--- config.mk ---
export PLATFORM = sky130hd
export DESIGN_NAME = dmx_channel_value_decoder_top_flat
export DESIGN_NICKNAME = d
export VERILOG_FILES = /design/src/design/dmxcv_pkg.sv /design/src/design/dmxcv_slot_if.sv /design/src/design/dmxcv_result_if.sv /design/src/design/dmxcv_front.sv /design/src/design/dmxcv_queue.sv /design/src/design/dmxcv_back.sv /design/src/design/dmx_channel_value_decoder_top.sv /design/src/flat_wrapper.sv
export VERILOG_INCLUDE_DIRS = /design/src /design/src/design
export SDC_FILE = /design/constraint.sdc
export NUM_CORES = 2
export LEC_CHECK = 0
export ABC_AREA = 1
export BUFFER_PORTS_ARGS = -buffer_cell sky130_fd_sc_hd__buf_2
export CAP_MARGIN = 10
export CORE_MARGIN = 1
export CORE_UTILIZATION = 40
export DETAILED_ROUTE_END_ITERATION = 16
export SYNTH_ARGS = -nofsm -noshare
export SYNTH_HDL_FRONTEND = slang
export SYNTH_SLANG_ARGS = --single-unit
export TNS_END_PERCENT = 30
--- constraint.sdc ---
create_clock -name clk_i -period 21.4 [get_ports clk_i]
set_clock_uncertainty 0.15 [all_clocks]
set_input_delay 1.07 -clock clk_i [delete_from_list [all_inputs] [get_ports clk_i]]
set_output_delay 1.07 -clock clk_i [all_outputs]
set_load 0.02 [all_outputs]
--- src/design/dmx_channel_value_decoder_top_assert.svh ---
// assertion macros for the channel value decoder
// all checks are clocked on clk_i and disabled while rst_ni is low
`ifndef DMX_CHANNEL_VALUE_DECODER_TOP_ASSERT_SVH
`define DMX_CHANNEL_VALUE_DECODER_TOP_ASSERT_SVH

// same-cycle implication
`define DMXCV_ASSERT_IMP(label, cond, expr) \
  label: assert property (@(posedge clk_i) disable iff (!rst_ni) (cond) |-> (expr)) \
    else $error("dmxcv same-cycle check failed");

// next-cycle implication
`define DMXCV_ASSERT_NEXT(label, cond, expr) \
  label: assert property (@(posedge clk_i) disable iff (!rst_ni) (cond) |=> (expr)) \
    else $error("dmxcv next-cycle check failed");

`endif

--- src/design/dmxcv_pkg.sv ---
`default_nettype none

package dmxcv_pkg;

  // field widths
  localparam int SLOT_W    = 9;
  localparam int BYTE_W    = 8;
  localparam int RAW_W     = 32;
  localparam int NORM_W    = 17;
  localparam int PHYS_W    = 32;
  localparam int CFG_W     = 36;
  localparam int CFG_IDX_W = 3;
  localparam int CNT_W     = 3;

  // slots at or above this address are ignored
  localparam int UNIVERSE_SLOTS = 512;

  // fixed point
  localparam int                NORM_FRAC  = 16;
  localparam logic [NORM_W-1:0] NORM_ONE   = 17'h10000;
  localparam int                ROUND_HALF = 32768;
  localparam int                DELTA_W    = PHYS_W + 1;
  localparam int                PROD_W     = DELTA_W + NORM_W + 1;
  localparam int                DIV_CNT_W  = 5;

  // frame queue
  localparam int QUEUE_DEPTH = 2;
  localparam int QPTR_W      = 1;
  localparam int QCNT_W      = QPTR_W + 1;

  // register reset values
  localparam logic [CNT_W-1:0]  RST_BYTE_COUNT = 3'd1;
  localparam logic [CFG_W-1:0]  RST_SOURCES    = '0;
  localparam logic [RAW_W-1:0]  RST_RANGE_FROM = 32'd0;
  localparam logic [RAW_W-1:0]  RST_RANGE_TO   = 32'd255;
  localparam logic [PHYS_W-1:0] RST_PHYS_LOW   = 32'd0;
  localparam logic [PHYS_W-1:0] RST_PHYS_HIGH  = 32'h0001_0000;

  // register indexes
  typedef enum logic [CFG_IDX_W-1:0] {
    REG_BYTE_COUNT = 3'd0,
    REG_SOURCES    = 3'd1,
    REG_RANGE_FROM = 3'd2,
    REG_RANGE_TO   = 3'd3,
    REG_PHYS_LOW   = 3'd4,
    REG_PHYS_HIGH  = 3'd5
  } reg_idx_e;

  // configuration as seen by front and back
  typedef struct packed {
    logic [CNT_W-1:0]  used_bytes;
    logic [CFG_W-1:0]  source_slots;
    logic [RAW_W-1:0]  range_from;
    logic [RAW_W-1:0]  range_to;
    logic [PHYS_W-1:0] physical_low;
    logic [PHYS_W-1:0] physical_high;
  } cfg_t;

  // one assembled frame waiting for evaluation
  typedef struct packed {
    logic [RAW_W-1:0] raw;
    logic             missing;
  } frame_t;

endpackage

`default_nettype wire

--- src/design/dmxcv_slot_if.sv ---
`default_nettype none

interface dmxcv_slot_if;
  logic                          valid;
  logic                          ready;
  logic [dmxcv_pkg::SLOT_W-1:0]  slot_address;
  logic [dmxcv_pkg::BYTE_W-1:0]  slot_value;
  logic                          end_of_frame;

  modport source (output valid, output slot_address, output slot_value,
                  output end_of_frame, input ready);
  modport sink   (input valid, input slot_address, input slot_value,
                  input end_of_frame, output ready);
endinterface

`default_nettype wire

--- src/design/dmxcv_result_if.sv ---
`default_nettype none

interface dmxcv_result_if;
  logic                                valid;
  logic                                ready;
  logic [dmxcv_pkg::RAW_W-1:0]         raw_word;
  logic [dmxcv_pkg::NORM_W-1:0]        normalized;
  logic signed [dmxcv_pkg::PHYS_W-1:0] physical;
  logic                                slot_missing;

  modport source (output valid, output raw_word, output normalized,
                  output physical, output slot_missing, input ready);
  modport sink   (input valid, input raw_word, input normalized,
                  input physical, input slot_missing, output ready);
endinterface

`default_nettype wire

--- src/design/dmxcv_front.sv ---
`default_nettype none

module dmxcv_front #(
  parameter int MAX_BYTES = 4
) (
  input  wire                   clk_i,
  input  wire                   rst_ni,
  dmxcv_slot_if.sink            slot_in,
  input  dmxcv_pkg::cfg_t       cfg_i,
  output logic                  push_valid_o,
  input  wire                   push_ready_i,
  output dmxcv_pkg::frame_t     push_data_o
);

  logic [dmxcv_pkg::BYTE_W-1:0] cap_q [MAX_BYTES];
  logic [dmxcv_pkg::BYTE_W-1:0] cap_d [MAX_BYTES];
  logic [MAX_BYTES-1:0]         seen_q;
  logic [MAX_BYTES-1:0]         seen_d;
  logic                         take;
  logic                         in_universe;
  logic [dmxcv_pkg::RAW_W-1:0]  raw;
  logic                         missing;

  // a slot is taken whenever the queue can hold a frame end
  assign slot_in.ready = push_ready_i;
  assign take          = slot_in.valid && push_ready_i;
  assign in_universe   = ({1'b0, slot_in.slot_address} <
                          (dmxcv_pkg::SLOT_W + 1)'(dmxcv_pkg::UNIVERSE_SLOTS));

  // capture the slot into every used field that names it
  always_comb begin
    cap_d  = cap_q;
    seen_d = seen_q;
    for (int k = 0; k < MAX_BYTES; k++) begin
      if (take && in_universe && (k < int'(cfg_i.used_bytes)) &&
          (cfg_i.source_slots[k*dmxcv_pkg::SLOT_W +: dmxcv_pkg::SLOT_W] ==
           slot_in.slot_address)) begin
        cap_d[k]  = slot_in.slot_value;
        seen_d[k] = 1'b1;
      end
    end
  end

  // pack captured bytes most significant first, unseen ones read zero
  always_comb begin
    logic [dmxcv_pkg::BYTE_W-1:0] b;
    raw     = '0;
    missing = 1'b0;
    b       = '0;
    for (int k = 0; k < MAX_BYTES; k++) begin
      if (k < int'(cfg_i.used_bytes)) begin
        b       = seen_d[k] ? cap_d[k] : '0;
        raw     = {raw[dmxcv_pkg::RAW_W-dmxcv_pkg::BYTE_W-1:0], b};
        missing = missing | !seen_d[k];
      end
    end
  end

  assign push_valid_o        = take && slot_in.end_of_frame;
  assign push_data_o.raw     = raw;
  assign push_data_o.missing = missing;

  // capture state, cleared after each frame end
  always_ff @(posedge clk_i or negedge rst_ni) begin
    if (!rst_ni) begin
      for (int k = 0; k < MAX_BYTES; k++) begin
        cap_q[k] <= '0;
      end
      seen_q <= '0;
    end else if (take && slot_in.end_of_frame) begin
      for (int k = 0; k < MAX_BYTES; k++) begin
        cap_q[k] <= '0;
      end
      seen_q <= '0;
    end else begin
      cap_q  <= cap_d;
      seen_q <= seen_d;
    end
  end

endmodule

`default_nettype wire

--- src/design/dmxcv_queue.sv ---
`default_nettype none

module dmxcv_queue (
  input  wire                   clk_i,
  input  wire                   rst_ni,
  input  wire                   push_valid_i,
  output logic                  push_ready_o,
  input  dmxcv_pkg::frame_t     push_data_i,
  output logic                  pop_valid_o,
  input  wire                   pop_ready_i,
  output dmxcv_pkg::frame_t     pop_data_o
);

  dmxcv_pkg::frame_t               mem_q [dmxcv_pkg::QUEUE_DEPTH];
  logic [dmxcv_pkg::QPTR_W-1:0]    wr_q;
  logic [dmxcv_pkg::QPTR_W-1:0]    rd_q;
  logic [dmxcv_pkg::QCNT_W-1:0]    cnt_q;
  logic                            push;
  logic                            pop;

  assign push_ready_o = (cnt_q != dmxcv_pkg::QCNT_W'(dmxcv_pkg::QUEUE_DEPTH));
  assign pop_valid_o  = (cnt_q != '0);
  assign pop_data_o   = mem_q[rd_q];
  assign push         = push_valid_i && push_ready_o;
  assign pop          = pop_valid_o && pop_ready_i;

  // pointers and fill count
  always_ff @(posedge clk_i or negedge rst_ni) begin
    if (!rst_ni) begin
      wr_q  <= '0;
      rd_q  <= '0;
      cnt_q <= '0;
    end else begin
      if (push) wr_q <= wr_q + 1'b1;
      if (pop)  rd_q <= rd_q + 1'b1;
      case ({push, pop})
        2'b10:   cnt_q <= cnt_q + 1'b1;
        2'b01:   cnt_q <= cnt_q - 1'b1;
        default: cnt_q <= cnt_q;
      endcase
    end
  end

  // entry storage
  always_ff @(posedge clk_i) begin
    if (push) mem_q[wr_q] <= push_data_i;
  end

endmodule

`default_nettype wire

--- src/design/dmxcv_back.sv ---
`default_nettype none

module dmxcv_back (
  input  wire                   clk_i,
  input  wire                   rst_ni,
  input  dmxcv_pkg::cfg_t       cfg_i,
  input  wire                   pop_valid_i,
  output logic                  pop_ready_o,
  input  dmxcv_pkg::frame_t     pop_data_i,
  dmxcv_result_if.source        res_out
);

  typedef enum logic [3:0] {
    ST_IDLE = 4'b0001,
    ST_DIV  = 4'b0010,
    ST_MUL  = 4'b0100,
    ST_SUM  = 4'b1000
  } state_e;

  localparam int RAW_W  = dmxcv_pkg::RAW_W;
  localparam int NORM_W = dmxcv_pkg::NORM_W;
  localparam int PHYS_W = dmxcv_pkg::PHYS_W;
  localparam int PROD_W = dmxcv_pkg::PROD_W;

  state_e                                 state_q, state_d;
  logic [dmxcv_pkg::DIV_CNT_W-1:0]        cnt_q, cnt_d;
  logic [RAW_W-1:0]                       raw_q, raw_d;
  logic                                   miss_q, miss_d;
  logic [RAW_W-1:0]                       span_q, span_d;
  logic [RAW_W-1:0]                       rem_q, rem_d;
  logic [NORM_W-1:0]                      quo_q, quo_d;
  logic [NORM_W-1:0]                      norm_q, norm_d;
  logic signed [dmxcv_pkg::DELTA_W-1:0]   delta_q, delta_d;
  logic signed [PROD_W-1:0]               prod_q, prod_d;
  logic                                   out_valid_q, out_valid_d;
  logic [RAW_W-1:0]                       out_raw_q, out_raw_d;
  logic [NORM_W-1:0]                      out_norm_q, out_norm_d;
  logic [PHYS_W-1:0]                      out_phys_q, out_phys_d;
  logic                                   out_miss_q, out_miss_d;

  logic [5:0]        shamt;
  logic [RAW_W-1:0]  full_scale;
  logic [RAW_W-1:0]  span_c;
  logic [RAW_W-1:0]  diff_c;
  logic [RAW_W:0]    rem2;
  logic              qbit;
  logic [NORM_W-1:0] quo_next;
  logic [NORM_W:0]   rnd;
  logic [PROD_W-1:0] sum_c;

  // span from the range, or full scale of the used bytes
  assign shamt      = 6'(RAW_W - dmxcv_pkg::BYTE_W * int'(cfg_i.used_bytes));
  assign full_scale = {RAW_W{1'b1}} >> shamt;
  assign span_c     = (cfg_i.range_to > cfg_i.range_from) ?
                      (cfg_i.range_to - cfg_i.range_from) : full_scale;
  assign diff_c     = pop_data_i.raw - cfg_i.range_from;

  // one restoring division step
  assign rem2     = {rem_q, 1'b0};
  assign qbit     = (rem2 >= {1'b0, span_q});
  assign quo_next = {quo_q[NORM_W-2:0], qbit};
  assign rnd      = {1'b0, quo_next} + (NORM_W + 1)'(1);

  // rounding add ahead of the final shift
  assign sum_c = PROD_W'(prod_q) + PROD_W'(dmxcv_pkg::ROUND_HALF);

  assign pop_ready_o = (state_q == ST_IDLE);

  always_comb begin
    state_d     = state_q;
    cnt_d       = cnt_q;
    raw_d       = raw_q;
    miss_d      = miss_q;
    span_d      = span_q;
    rem_d       = rem_q;
    quo_d       = quo_q;
    norm_d      = norm_q;
    delta_d     = delta_q;
    prod_d      = prod_q;
    out_valid_d = out_valid_q && !res_out.ready;
    out_raw_d   = out_raw_q;
    out_norm_d  = out_norm_q;
    out_phys_d  = out_phys_q;
    out_miss_d  = out_miss_q;
    unique case (state_q)
      // take a frame and classify it against the range
      ST_IDLE: begin
        if (pop_valid_i) begin
          raw_d   = pop_data_i.raw;
          miss_d  = pop_data_i.missing;
          span_d  = span_c;
          rem_d   = diff_c;
          quo_d   = '0;
          cnt_d   = dmxcv_pkg::DIV_CNT_W'(NORM_W);
          delta_d = $signed({cfg_i.physical_high[PHYS_W-1], cfg_i.physical_high}) -
                    $signed({cfg_i.physical_low[PHYS_W-1], cfg_i.physical_low});
          if (pop_data_i.raw <= cfg_i.range_from) begin
            norm_d  = '0;
            state_d = ST_MUL;
          end else if (diff_c >= span_c) begin
            norm_d  = dmxcv_pkg::NORM_ONE;
            state_d = ST_MUL;
          end else begin
            state_d = ST_DIV;
          end
        end
      end
      // one quotient bit per cycle, round half up at the end
      ST_DIV: begin
        rem_d = qbit ? RAW_W'(rem2 - {1'b0, span_q}) : rem2[RAW_W-1:0];
        quo_d = quo_next;
        cnt_d = cnt_q - 1'b1;
        if (cnt_q == dmxcv_pkg::DIV_CNT_W'(1)) begin
          norm_d  = rnd[NORM_W:1];
          state_d = ST_MUL;
        end
      end
      // scale the physical span by the position
      ST_MUL: begin
        prod_d  = delta_q * $signed({1'b0, norm_q});
        state_d = ST_SUM;
      end
      // round, offset and load the output register when it is free
      ST_SUM: begin
        if (!out_valid_q || res_out.ready) begin
          out_valid_d = 1'b1;
          out_raw_d   = raw_q;
          out_norm_d  = norm_q;
          out_phys_d  = cfg_i.physical_low + sum_c[dmxcv_pkg::NORM_FRAC +: PHYS_W];
          out_miss_d  = miss_q;
          state_d     = ST_IDLE;
        end
      end
      default: state_d = ST_IDLE;
    endcase
  end

  // control state
  always_ff @(posedge clk_i or negedge rst_ni) begin
    if (!rst_ni) begin
      state_q     <= ST_IDLE;
      cnt_q       <= '0;
      out_valid_q <= 1'b0;
    end else begin
      state_q     <= state_d;
      cnt_q       <= cnt_d;
      out_valid_q <= out_valid_d;
    end
  end

  // datapath
  always_ff @(posedge clk_i) begin
    raw_q      <= raw_d;
    miss_q     <= miss_d;
    span_q     <= span_d;
    rem_q      <= rem_d;
    quo_q      <= quo_d;
    norm_q     <= norm_d;
    delta_q    <= delta_d;
    prod_q     <= prod_d;
    out_raw_q  <= out_raw_d;
    out_norm_q <= out_norm_d;
    out_phys_q <= out_phys_d;
    out_miss_q <= out_miss_d;
  end

  assign res_out.valid        = out_valid_q;
  assign res_out.raw_word     = out_raw_q;
  assign res_out.normalized   = out_norm_q;
  assign res_out.physical     = $signed(out_phys_q);
  assign res_out.slot_missing = out_miss_q;

endmodule

`default_nettype wire

--- src/design/dmx_channel_value_decoder_top.sv ---
// channel    dir  handshake      payload
// slot_in    in   valid/ready    slot_address, slot_value, end_of_frame
// res_out    out  valid/ready    raw_word, normalized, physical, slot_missing
// cfg        in   cfg_we_i       cfg_index_i, cfg_wdata_i
//
// slots are taken one per cycle while the two-entry frame queue has room
// each frame end takes the back end through its multiply and sum states,
// after the bit-serial divider when the value lies strictly inside the range
// a waiting result sits in the output register; the back end then holds
// reset clears capture state, queue, back end control and registers

`default_nettype none

`include "dmx_channel_value_decoder_top_assert.svh"

module dmx_channel_value_decoder_top #(
  parameter int MAX_BYTES = 4
) (
  input  wire                                clk_i,
  input  wire                                rst_ni,
  dmxcv_slot_if.sink                         slot_in,
  dmxcv_result_if.source                     res_out,
  input  wire                                cfg_we_i,
  input  wire [dmxcv_pkg::CFG_IDX_W-1:0]     cfg_index_i,
  input  wire [dmxcv_pkg::CFG_W-1:0]         cfg_wdata_i
);

  logic [dmxcv_pkg::CNT_W-1:0]   byte_count_q;
  logic [dmxcv_pkg::CFG_W-1:0]   sources_q;
  logic [dmxcv_pkg::RAW_W-1:0]   range_from_q;
  logic [dmxcv_pkg::RAW_W-1:0]   range_to_q;
  logic [dmxcv_pkg::PHYS_W-1:0]  phys_low_q;
  logic [dmxcv_pkg::PHYS_W-1:0]  phys_high_q;
  logic [dmxcv_pkg::CNT_W-1:0]   used_bytes;
  dmxcv_pkg::cfg_t               cfg;

  logic                          q_push_valid;
  logic                          q_push_ready;
  dmxcv_pkg::frame_t             q_push_data;
  logic                          q_pop_valid;
  logic                          q_pop_ready;
  dmxcv_pkg::frame_t             q_pop_data;

  // configuration registers
  always_ff @(posedge clk_i or negedge rst_ni) begin
    if (!rst_ni) begin
      byte_count_q <= dmxcv_pkg::RST_BYTE_COUNT;
      sources_q    <= dmxcv_pkg::RST_SOURCES;
      range_from_q <= dmxcv_pkg::RST_RANGE_FROM;
      range_to_q   <= dmxcv_pkg::RST_RANGE_TO;
      phys_low_q   <= dmxcv_pkg::RST_PHYS_LOW;
      phys_high_q  <= dmxcv_pkg::RST_PHYS_HIGH;
    end else if (cfg_we_i) begin
      unique case (dmxcv_pkg::reg_idx_e'(cfg_index_i))
        dmxcv_pkg::REG_BYTE_COUNT: byte_count_q <= cfg_wdata_i[dmxcv_pkg::CNT_W-1:0];
        dmxcv_pkg::REG_SOURCES:    sources_q    <= cfg_wdata_i;
        dmxcv_pkg::REG_RANGE_FROM: range_from_q <= cfg_wdata_i[dmxcv_pkg::RAW_W-1:0];
        dmxcv_pkg::REG_RANGE_TO:   range_to_q   <= cfg_wdata_i[dmxcv_pkg::RAW_W-1:0];
        dmxcv_pkg::REG_PHYS_LOW:   phys_low_q   <= cfg_wdata_i[dmxcv_pkg::PHYS_W-1:0];
        dmxcv_pkg::REG_PHYS_HIGH:  phys_high_q  <= cfg_wdata_i[dmxcv_pkg::PHYS_W-1:0];
        default: ;
      endcase
    end
  end

  // byte count clamped to 1..MAX_BYTES
  always_comb begin
    if (byte_count_q == '0) begin
      used_bytes = dmxcv_pkg::CNT_W'(1);
    end else if (byte_count_q > dmxcv_pkg::CNT_W'(MAX_BYTES)) begin
      used_bytes = dmxcv_pkg::CNT_W'(MAX_BYTES);
    end else begin
      used_bytes = byte_count_q;
    end
  end

  assign cfg.used_bytes    = used_bytes;
  assign cfg.source_slots  = sources_q;
  assign cfg.range_from    = range_from_q;
  assign cfg.range_to      = range_to_q;
  assign cfg.physical_low  = phys_low_q;
  assign cfg.physical_high = phys_high_q;

  // slot capture and frame assembly
  dmxcv_front #(
    .MAX_BYTES (MAX_BYTES)
  ) u_front (
    .clk_i        (clk_i),
    .rst_ni       (rst_ni),
    .slot_in      (slot_in),
    .cfg_i        (cfg),
    .push_valid_o (q_push_valid),
    .push_ready_i (q_push_ready),
    .push_data_o  (q_push_data)
  );

  // assembled frames waiting for evaluation
  dmxcv_queue u_queue (
    .clk_i        (clk_i),
    .rst_ni       (rst_ni),
    .push_valid_i (q_push_valid),
    .push_ready_o (q_push_ready),
    .push_data_i  (q_push_data),
    .pop_valid_o  (q_pop_valid),
    .pop_ready_i  (q_pop_ready),
    .pop_data_o   (q_pop_data)
  );

  // normalize and map to physical units
  dmxcv_back u_back (
    .clk_i       (clk_i),
    .rst_ni      (rst_ni),
    .cfg_i       (cfg),
    .pop_valid_i (q_pop_valid),
    .pop_ready_o (q_pop_ready),
    .pop_data_i  (q_pop_data),
    .res_out     (res_out)
  );

  // a frame end transfer is queued by the next cycle
  `DMXCV_ASSERT_NEXT(a_eof_queued, slot_in.valid && slot_in.ready && slot_in.end_of_frame, q_pop_valid)
  // the back end takes at most one frame before it is busy
  `DMXCV_ASSERT_NEXT(a_pop_then_busy, q_pop_valid && q_pop_ready, !q_pop_ready)
  // normalized result never goes above one
  `DMXCV_ASSERT_IMP(a_norm_bounded, res_out.valid, res_out.normalized <= dmxcv_pkg::NORM_ONE)

endmodule

`default_nettype wire

--- src/flat_wrapper.sv ---
// flat-port wrapper written by rule: the top's interface ports become plain ports
module dmx_channel_value_decoder_top_flat 
#(
  parameter int MAX_BYTES = 4
)
  (clk_i, rst_ni, cfg_we_i, cfg_index_i, cfg_wdata_i, slot_in_valid, slot_in_slot_address, slot_in_slot_value, slot_in_end_of_frame, slot_in_ready, res_out_valid, res_out_raw_word, res_out_normalized, res_out_physical, res_out_slot_missing, res_out_ready);
  dmxcv_slot_if slot_in_i ();
  dmxcv_result_if res_out_i ();
  input  wire clk_i;
  input  wire rst_ni;
  input  wire cfg_we_i;
  input  wire [dmxcv_pkg::CFG_IDX_W-1:0] cfg_index_i;
  input  wire [dmxcv_pkg::CFG_W-1:0] cfg_wdata_i;
  input wire logic [$bits(slot_in_i.valid)-1:0] slot_in_valid;
  input wire logic [$bits(slot_in_i.slot_address)-1:0] slot_in_slot_address;
  input wire logic [$bits(slot_in_i.slot_value)-1:0] slot_in_slot_value;
  input wire logic [$bits(slot_in_i.end_of_frame)-1:0] slot_in_end_of_frame;
  output wire logic [$bits(slot_in_i.ready)-1:0] slot_in_ready;
  output wire logic [$bits(res_out_i.valid)-1:0] res_out_valid;
  output wire logic [$bits(res_out_i.raw_word)-1:0] res_out_raw_word;
  output wire logic [$bits(res_out_i.normalized)-1:0] res_out_normalized;
  output wire logic [$bits(res_out_i.physical)-1:0] res_out_physical;
  output wire logic [$bits(res_out_i.slot_missing)-1:0] res_out_slot_missing;
  input wire logic [$bits(res_out_i.ready)-1:0] res_out_ready;
  assign slot_in_i.valid = slot_in_valid;
  assign slot_in_i.slot_address = slot_in_slot_address;
  assign slot_in_i.slot_value = slot_in_slot_value;
  assign slot_in_i.end_of_frame = slot_in_end_of_frame;
  assign slot_in_ready = slot_in_i.ready;
  assign res_out_valid = res_out_i.valid;
  assign res_out_raw_word = res_out_i.raw_word;
  assign res_out_normalized = res_out_i.normalized;
  assign res_out_physical = res_out_i.physical;
  assign res_out_slot_missing = res_out_i.slot_missing;
  assign res_out_i.ready = res_out_ready;
  dmx_channel_value_decoder_top #(.MAX_BYTES(MAX_BYTES)) u_core (.clk_i(clk_i), .rst_ni(rst_ni), .slot_in(slot_in_i), .res_out(res_out_i), .cfg_we_i(cfg_we_i), .cfg_index_i(cfg_index_i), .cfg_wdata_i(cfg_wdata_i));
endmodule
==> flow_metrics.env <==
export IMPL_grt_pass1_vias=42600
export IMPL_ctsResizeCount=0
export IMPL_numPortBuffers=145
export IMPL_drt_total_wl_um=160000
export IMPL_cpMostUsedCell="fa_1"
export IMPL_syn_num_nets=7533
export IMPL_cts_tree="built"
export IMPL_min_delay_start="u_core.u_back.miss_q$_DFFE_PP_"
export IMPL_grt_max_degree=108
export IMPL_drt_iter0_markers=3202
export IMPL_setup_worst_path_class="reg2reg"
export IMPL_setup_viol=0
export IMPL_max_freq_mhz=149
export IMPL_cts_buffers=69
export IMPL_wl_met2_um=73600
export IMPL_seq_area_frac_synth_pct=29.6
export IMPL_critical_path_top_delay_family="adder cells"
export IMPL_netlist_instances=6643
export IMPL_yosys_top_cells_count="1679 x nand2_1, 1520 x inv_1, 519 x fa_1"
export IMPL_syn_to_final_growth_pct=9.23
export IMPL_gp_congestion=0.964
export IMPL_end_kind="register"
export IMPL_ant_nets=0
export IMPL_status="finished, final reports clean"
export IMPL_die_area_um2=135000
export IMPL_hold_depth=0
export IMPL_path_cells="nand2_1 > fa_1 > inv_1 > fa_1 > fa_1 > fa_1 > fa_1 > inv_1 > fa_1 > inv_1 > ha_1 > a21oi_1 > inv_1 > a31oi_1 > o21ai_0 > o21ai_0 > nand3_1 > xor2_1"
export IMPL_hold_viol_final=0
export IMPL_rsz0062_at_grt="no"
export IMPL_start_kind="register"
export IMPL_rr_worst_depth=18
export IMPL_async_reset_ff_share_pct=38.7
export IMPL_r2r_setup_slack_ns=14.70
export IMPL_cts_max_level=3
export IMPL_min_period_ns=6.70
export IMPL_dr_max_layer_used="met5"
export IMPL_rows=133
export IMPL_cp_data_required_time_ns=21.66
export IMPL_yosysMostFrequentCell="nand2_1"
export IMPL_die_h_um=367
export IMPL_grt_overflow_total=0
export IMPL_clk_pin_slew_worst_paths_ns=0.06
export IMPL_slew_limit_headroom_pct=23.5
export IMPL_timing_final_crit_share_pct=31.3
export IMPL_fin_ws_ns=14.70
export IMPL_crit_buf_inv=4
export IMPL_worstReg2RegEnd="u_core.u_back.prod_q[41]$_DFFE_PP_"
export IMPL_io_pins=146
export IMPL_core_um2=132000
export IMPL_netlist_area_leader_share_pct=19.5
export IMPL_syn_avg_cell_area_um2=8.02
export IMPL_arrival_ns=6.96
export IMPL_clk_latency_ns=0.67
export IMPL_synth_area_um2=53200
export IMPL_fin_nets=7587
export IMPL_drive_gt1_share_pct=5.66
export IMPL_path_max_fanout=17
export IMPL_yosysWarnings=0
export IMPL_ctsHoldBuffers=0
export IMPL_synth_edf_count=344
export IMPL_clockBufferDepth=3
export IMPL_synth_area_leaders="fa_1 20%, edfxtp_1 19%, nand2_1 12%"
export IMPL_firstDrtPassIters=6
export IMPL_wl_met1_um=74600
export IMPL_finalMaxSlewViolations=0
export IMPL_timing_rr_start="u_core.u_back.delta_q[14]$_DFFE_PP_"
export IMPL_grt_first_pass_wirelength_um=248000
export IMPL_ys_flop_type="edfxtp_1"
export IMPL_pre_cts_ws_ns=14.71
export IMPL_synth_cell_types=64
export IMPL_root_buffer="clkbuf_16"
export IMPL_viasPerCell=5.03
export IMPL_drc_errors=0
export IMPL_wl_met3_um=8530
export IMPL_tns_ns=0
export IMPL_dp_hpwl_um=128000
export IMPL_worstMarginPinSlew_ns=1.14
export IMPL_initial_core_util_pct=40.4
export IMPL_yosys_area_top_type="fa_1"
export IMPL_cp_slowest_cell="edfxtp_1"
export IMPL_maxCapViolCount=0
export IMPL_die_w_um=367
export IMPL_ys_seq_elements=561
export IMPL_cpPeakStageDelay_ns=0.89
export IMPL_clock_sinks=561
export IMPL_track_usage_pct=23.8
export IMPL_grt_antenna_before_repair=8
export IMPL_vias=42800
export IMPL_hold_path_class="reg2reg"
export IMPL_hold_end="u_core.u_back.res_out.slot_missing$_DFFE_PP_"
export IMPL_post_cts_setup_buffer_count=0
export IMPL_wl_per_cell_um=18.7
==> layout make-up <==
cell class | count | area, um2
fill | 13300 | 73600
inverter | 1529 | 5740
antenna | 1 | 2.50
clock inverter | 40 | 557
sequential | 561 | 15800
tap | 1755 | 2200
multi-input combinational | 4344 | 30900
clock buffer | 88 | 1850
timing repair buffer | 192 | 1130
==> cell usage in the layout, fill, tap and decap left out, types with 11 or more instances in the layout <==
cell type | netlist | routed
inv_1 | 1520 | 1519
a21oi_1 | 275 | 274
o21a_1 | 16 | 16
o21bai_1 | 41 | 41
nand2_2 | 7 | 11
a31oi_1 | 29 | 29
nor2_1 | 384 | 381
nand3_1 | 195 | 192
o211ai_1 | 16 | 16
and2_1 | 17 | 17
o21ai_0 | 330 | 330
o21ai_1 | 32 | 32
buf_2 | 6 | 144
clkinv_1 | 1 | 11
xor2_1 | 142 | 142
ha_1 | 309 | 309
nand4_1 | 47 | 47
clkbuf_16 | 0 | 69
a21o_1 | 35 | 35
nand2_1 | 1679 | 1675
dfstp_2 | 11 | 11
xnor2_1 | 78 | 78
a21boi_0 | 14 | 14
fa_1 | 519 | 519
nor3_1 | 71 | 70
dfrtp_1 | 206 | 206
edfxtp_1 | 344 | 344
buf_4 | 8 | 45
clkbuf_1 | 184 | 14
==> flip-flops by register name, indices dropped and copies added, names as in the netlist, 2 cells and up <==
signal,flops
u_core.phys_high_q,32
u_core.u_back.res_out.normalized,17
u_core.u_back.span_q,32
u_core.u_queue.mem_q,66
u_core.u_back.norm_q,17
u_core.u_back.state_q,4
u_core.u_back.cnt_q,5
u_core.u_back.raw_q,32
u_core.u_back.res_out.raw_word,32
u_core.sources_q,36
u_core.u_back.quo_q,16
u_core.u_back.prod_q,33
u_core.u_queue.cnt_q,2
u_core.range_from_q,32
u_core.u_back.res_out.physical,32
u_core.byte_count_q,3
u_core.u_back.rem_q,32
u_core.u_front.seen_q,4
u_core.phys_low_q,32
u_core.u_front.cap_q,32
u_core.u_back.delta_q,33
u_core.range_to_q,32
==> layer usage <==
| layer | GRT usage, % | vias to the layer above |
|---|---|---|
| li1 | - | 20500 |
| met1 | 34.1 | 20900 |
| met2 | 38.5 | 1147 |
| met3 | 2.88 | 161 |
| met4 | 5.12 | 6 |
| met5 | 0 | - |
==> metrics by stage <==
step / std cells / area [um2] / util, % / hold slack (ns)
after detailed placement: 8379 / 55700 / 42.3 / 0.255
after floorplan: 6643 / 53200 / - / 0.250
final: 8510 / 58200 / 44.1 / 0.267
after global routing: 8509 / 58200 / 44.1 / 0.273
after CTS: 8507 / 58100 / 44.1 / 0.268
after global placement: 8379 / 55700 / 42.3 / 0.254
==> worst max-delay path by stage <==
stage	depth (start not counted)	start	endpoint
floorplan	6	u_core.u_back.state_q[0]$_DFFE_PN1P_	u_core.u_back.quo_q[0]$_SDFFCE_PN0P_
global placement	18	u_core.u_back.delta_q[14]$_DFFE_PP_	u_core.u_back.prod_q[41]$_DFFE_PP_
detailed placement	18	u_core.u_back.delta_q[13]$_DFFE_PP_	u_core.u_back.prod_q[41]$_DFFE_PP_
CTS	18	u_core.u_back.delta_q[14]$_DFFE_PP_	u_core.u_back.prod_q[41]$_DFFE_PP_
global route	20	u_core.u_back.norm_q[0]$_SDFFCE_PN0P_	u_core.u_back.prod_q[42]$_DFFE_PP_
finish	18	u_core.u_back.delta_q[14]$_DFFE_PP_	u_core.u_back.prod_q[41]$_DFFE_PP_
==> worst reg2reg max path, stage by stage, from the launching register on <==
cell      delay, ns
edfxtp_1       0.89
nand2_1        0.17
fa_1           0.53
inv_1          0.05
fa_1           0.48
fa_1           0.59
fa_1           0.44
fa_1           0.55
inv_1          0.07
fa_1           0.48
inv_1          0.04
ha_1           0.40
a21oi_1        0.27
inv_1          0.06
a31oi_1        0.38
o21ai_0        0.29
o21ai_0        0.26
nand3_1        0.18
xor2_1         0.18
==> cells by family (layout without fill, tap and decap cells) <==
group / Yosys count / count (layout) / share of synthesized area [%]
other: 0 / 1 / 0
muxes: 3 / 3 / 0.0634
adders and majority gates: 828 / 828 / 26.8
and+or+nand+nor: 2461 / 2461 / 18.8
xor gates and xnor gates: 220 / 220 / 3.62
buffers and inverters: 1738 / 1849 / 12.4
AOI/OAI and AO/OA: 832 / 832 / 8.75
DFF: 561 / 561 / 29.6
Power is left out: the tool's default activity adds up to more than one toggle a clock period on the data nets, which glitch-free logic cannot reach.
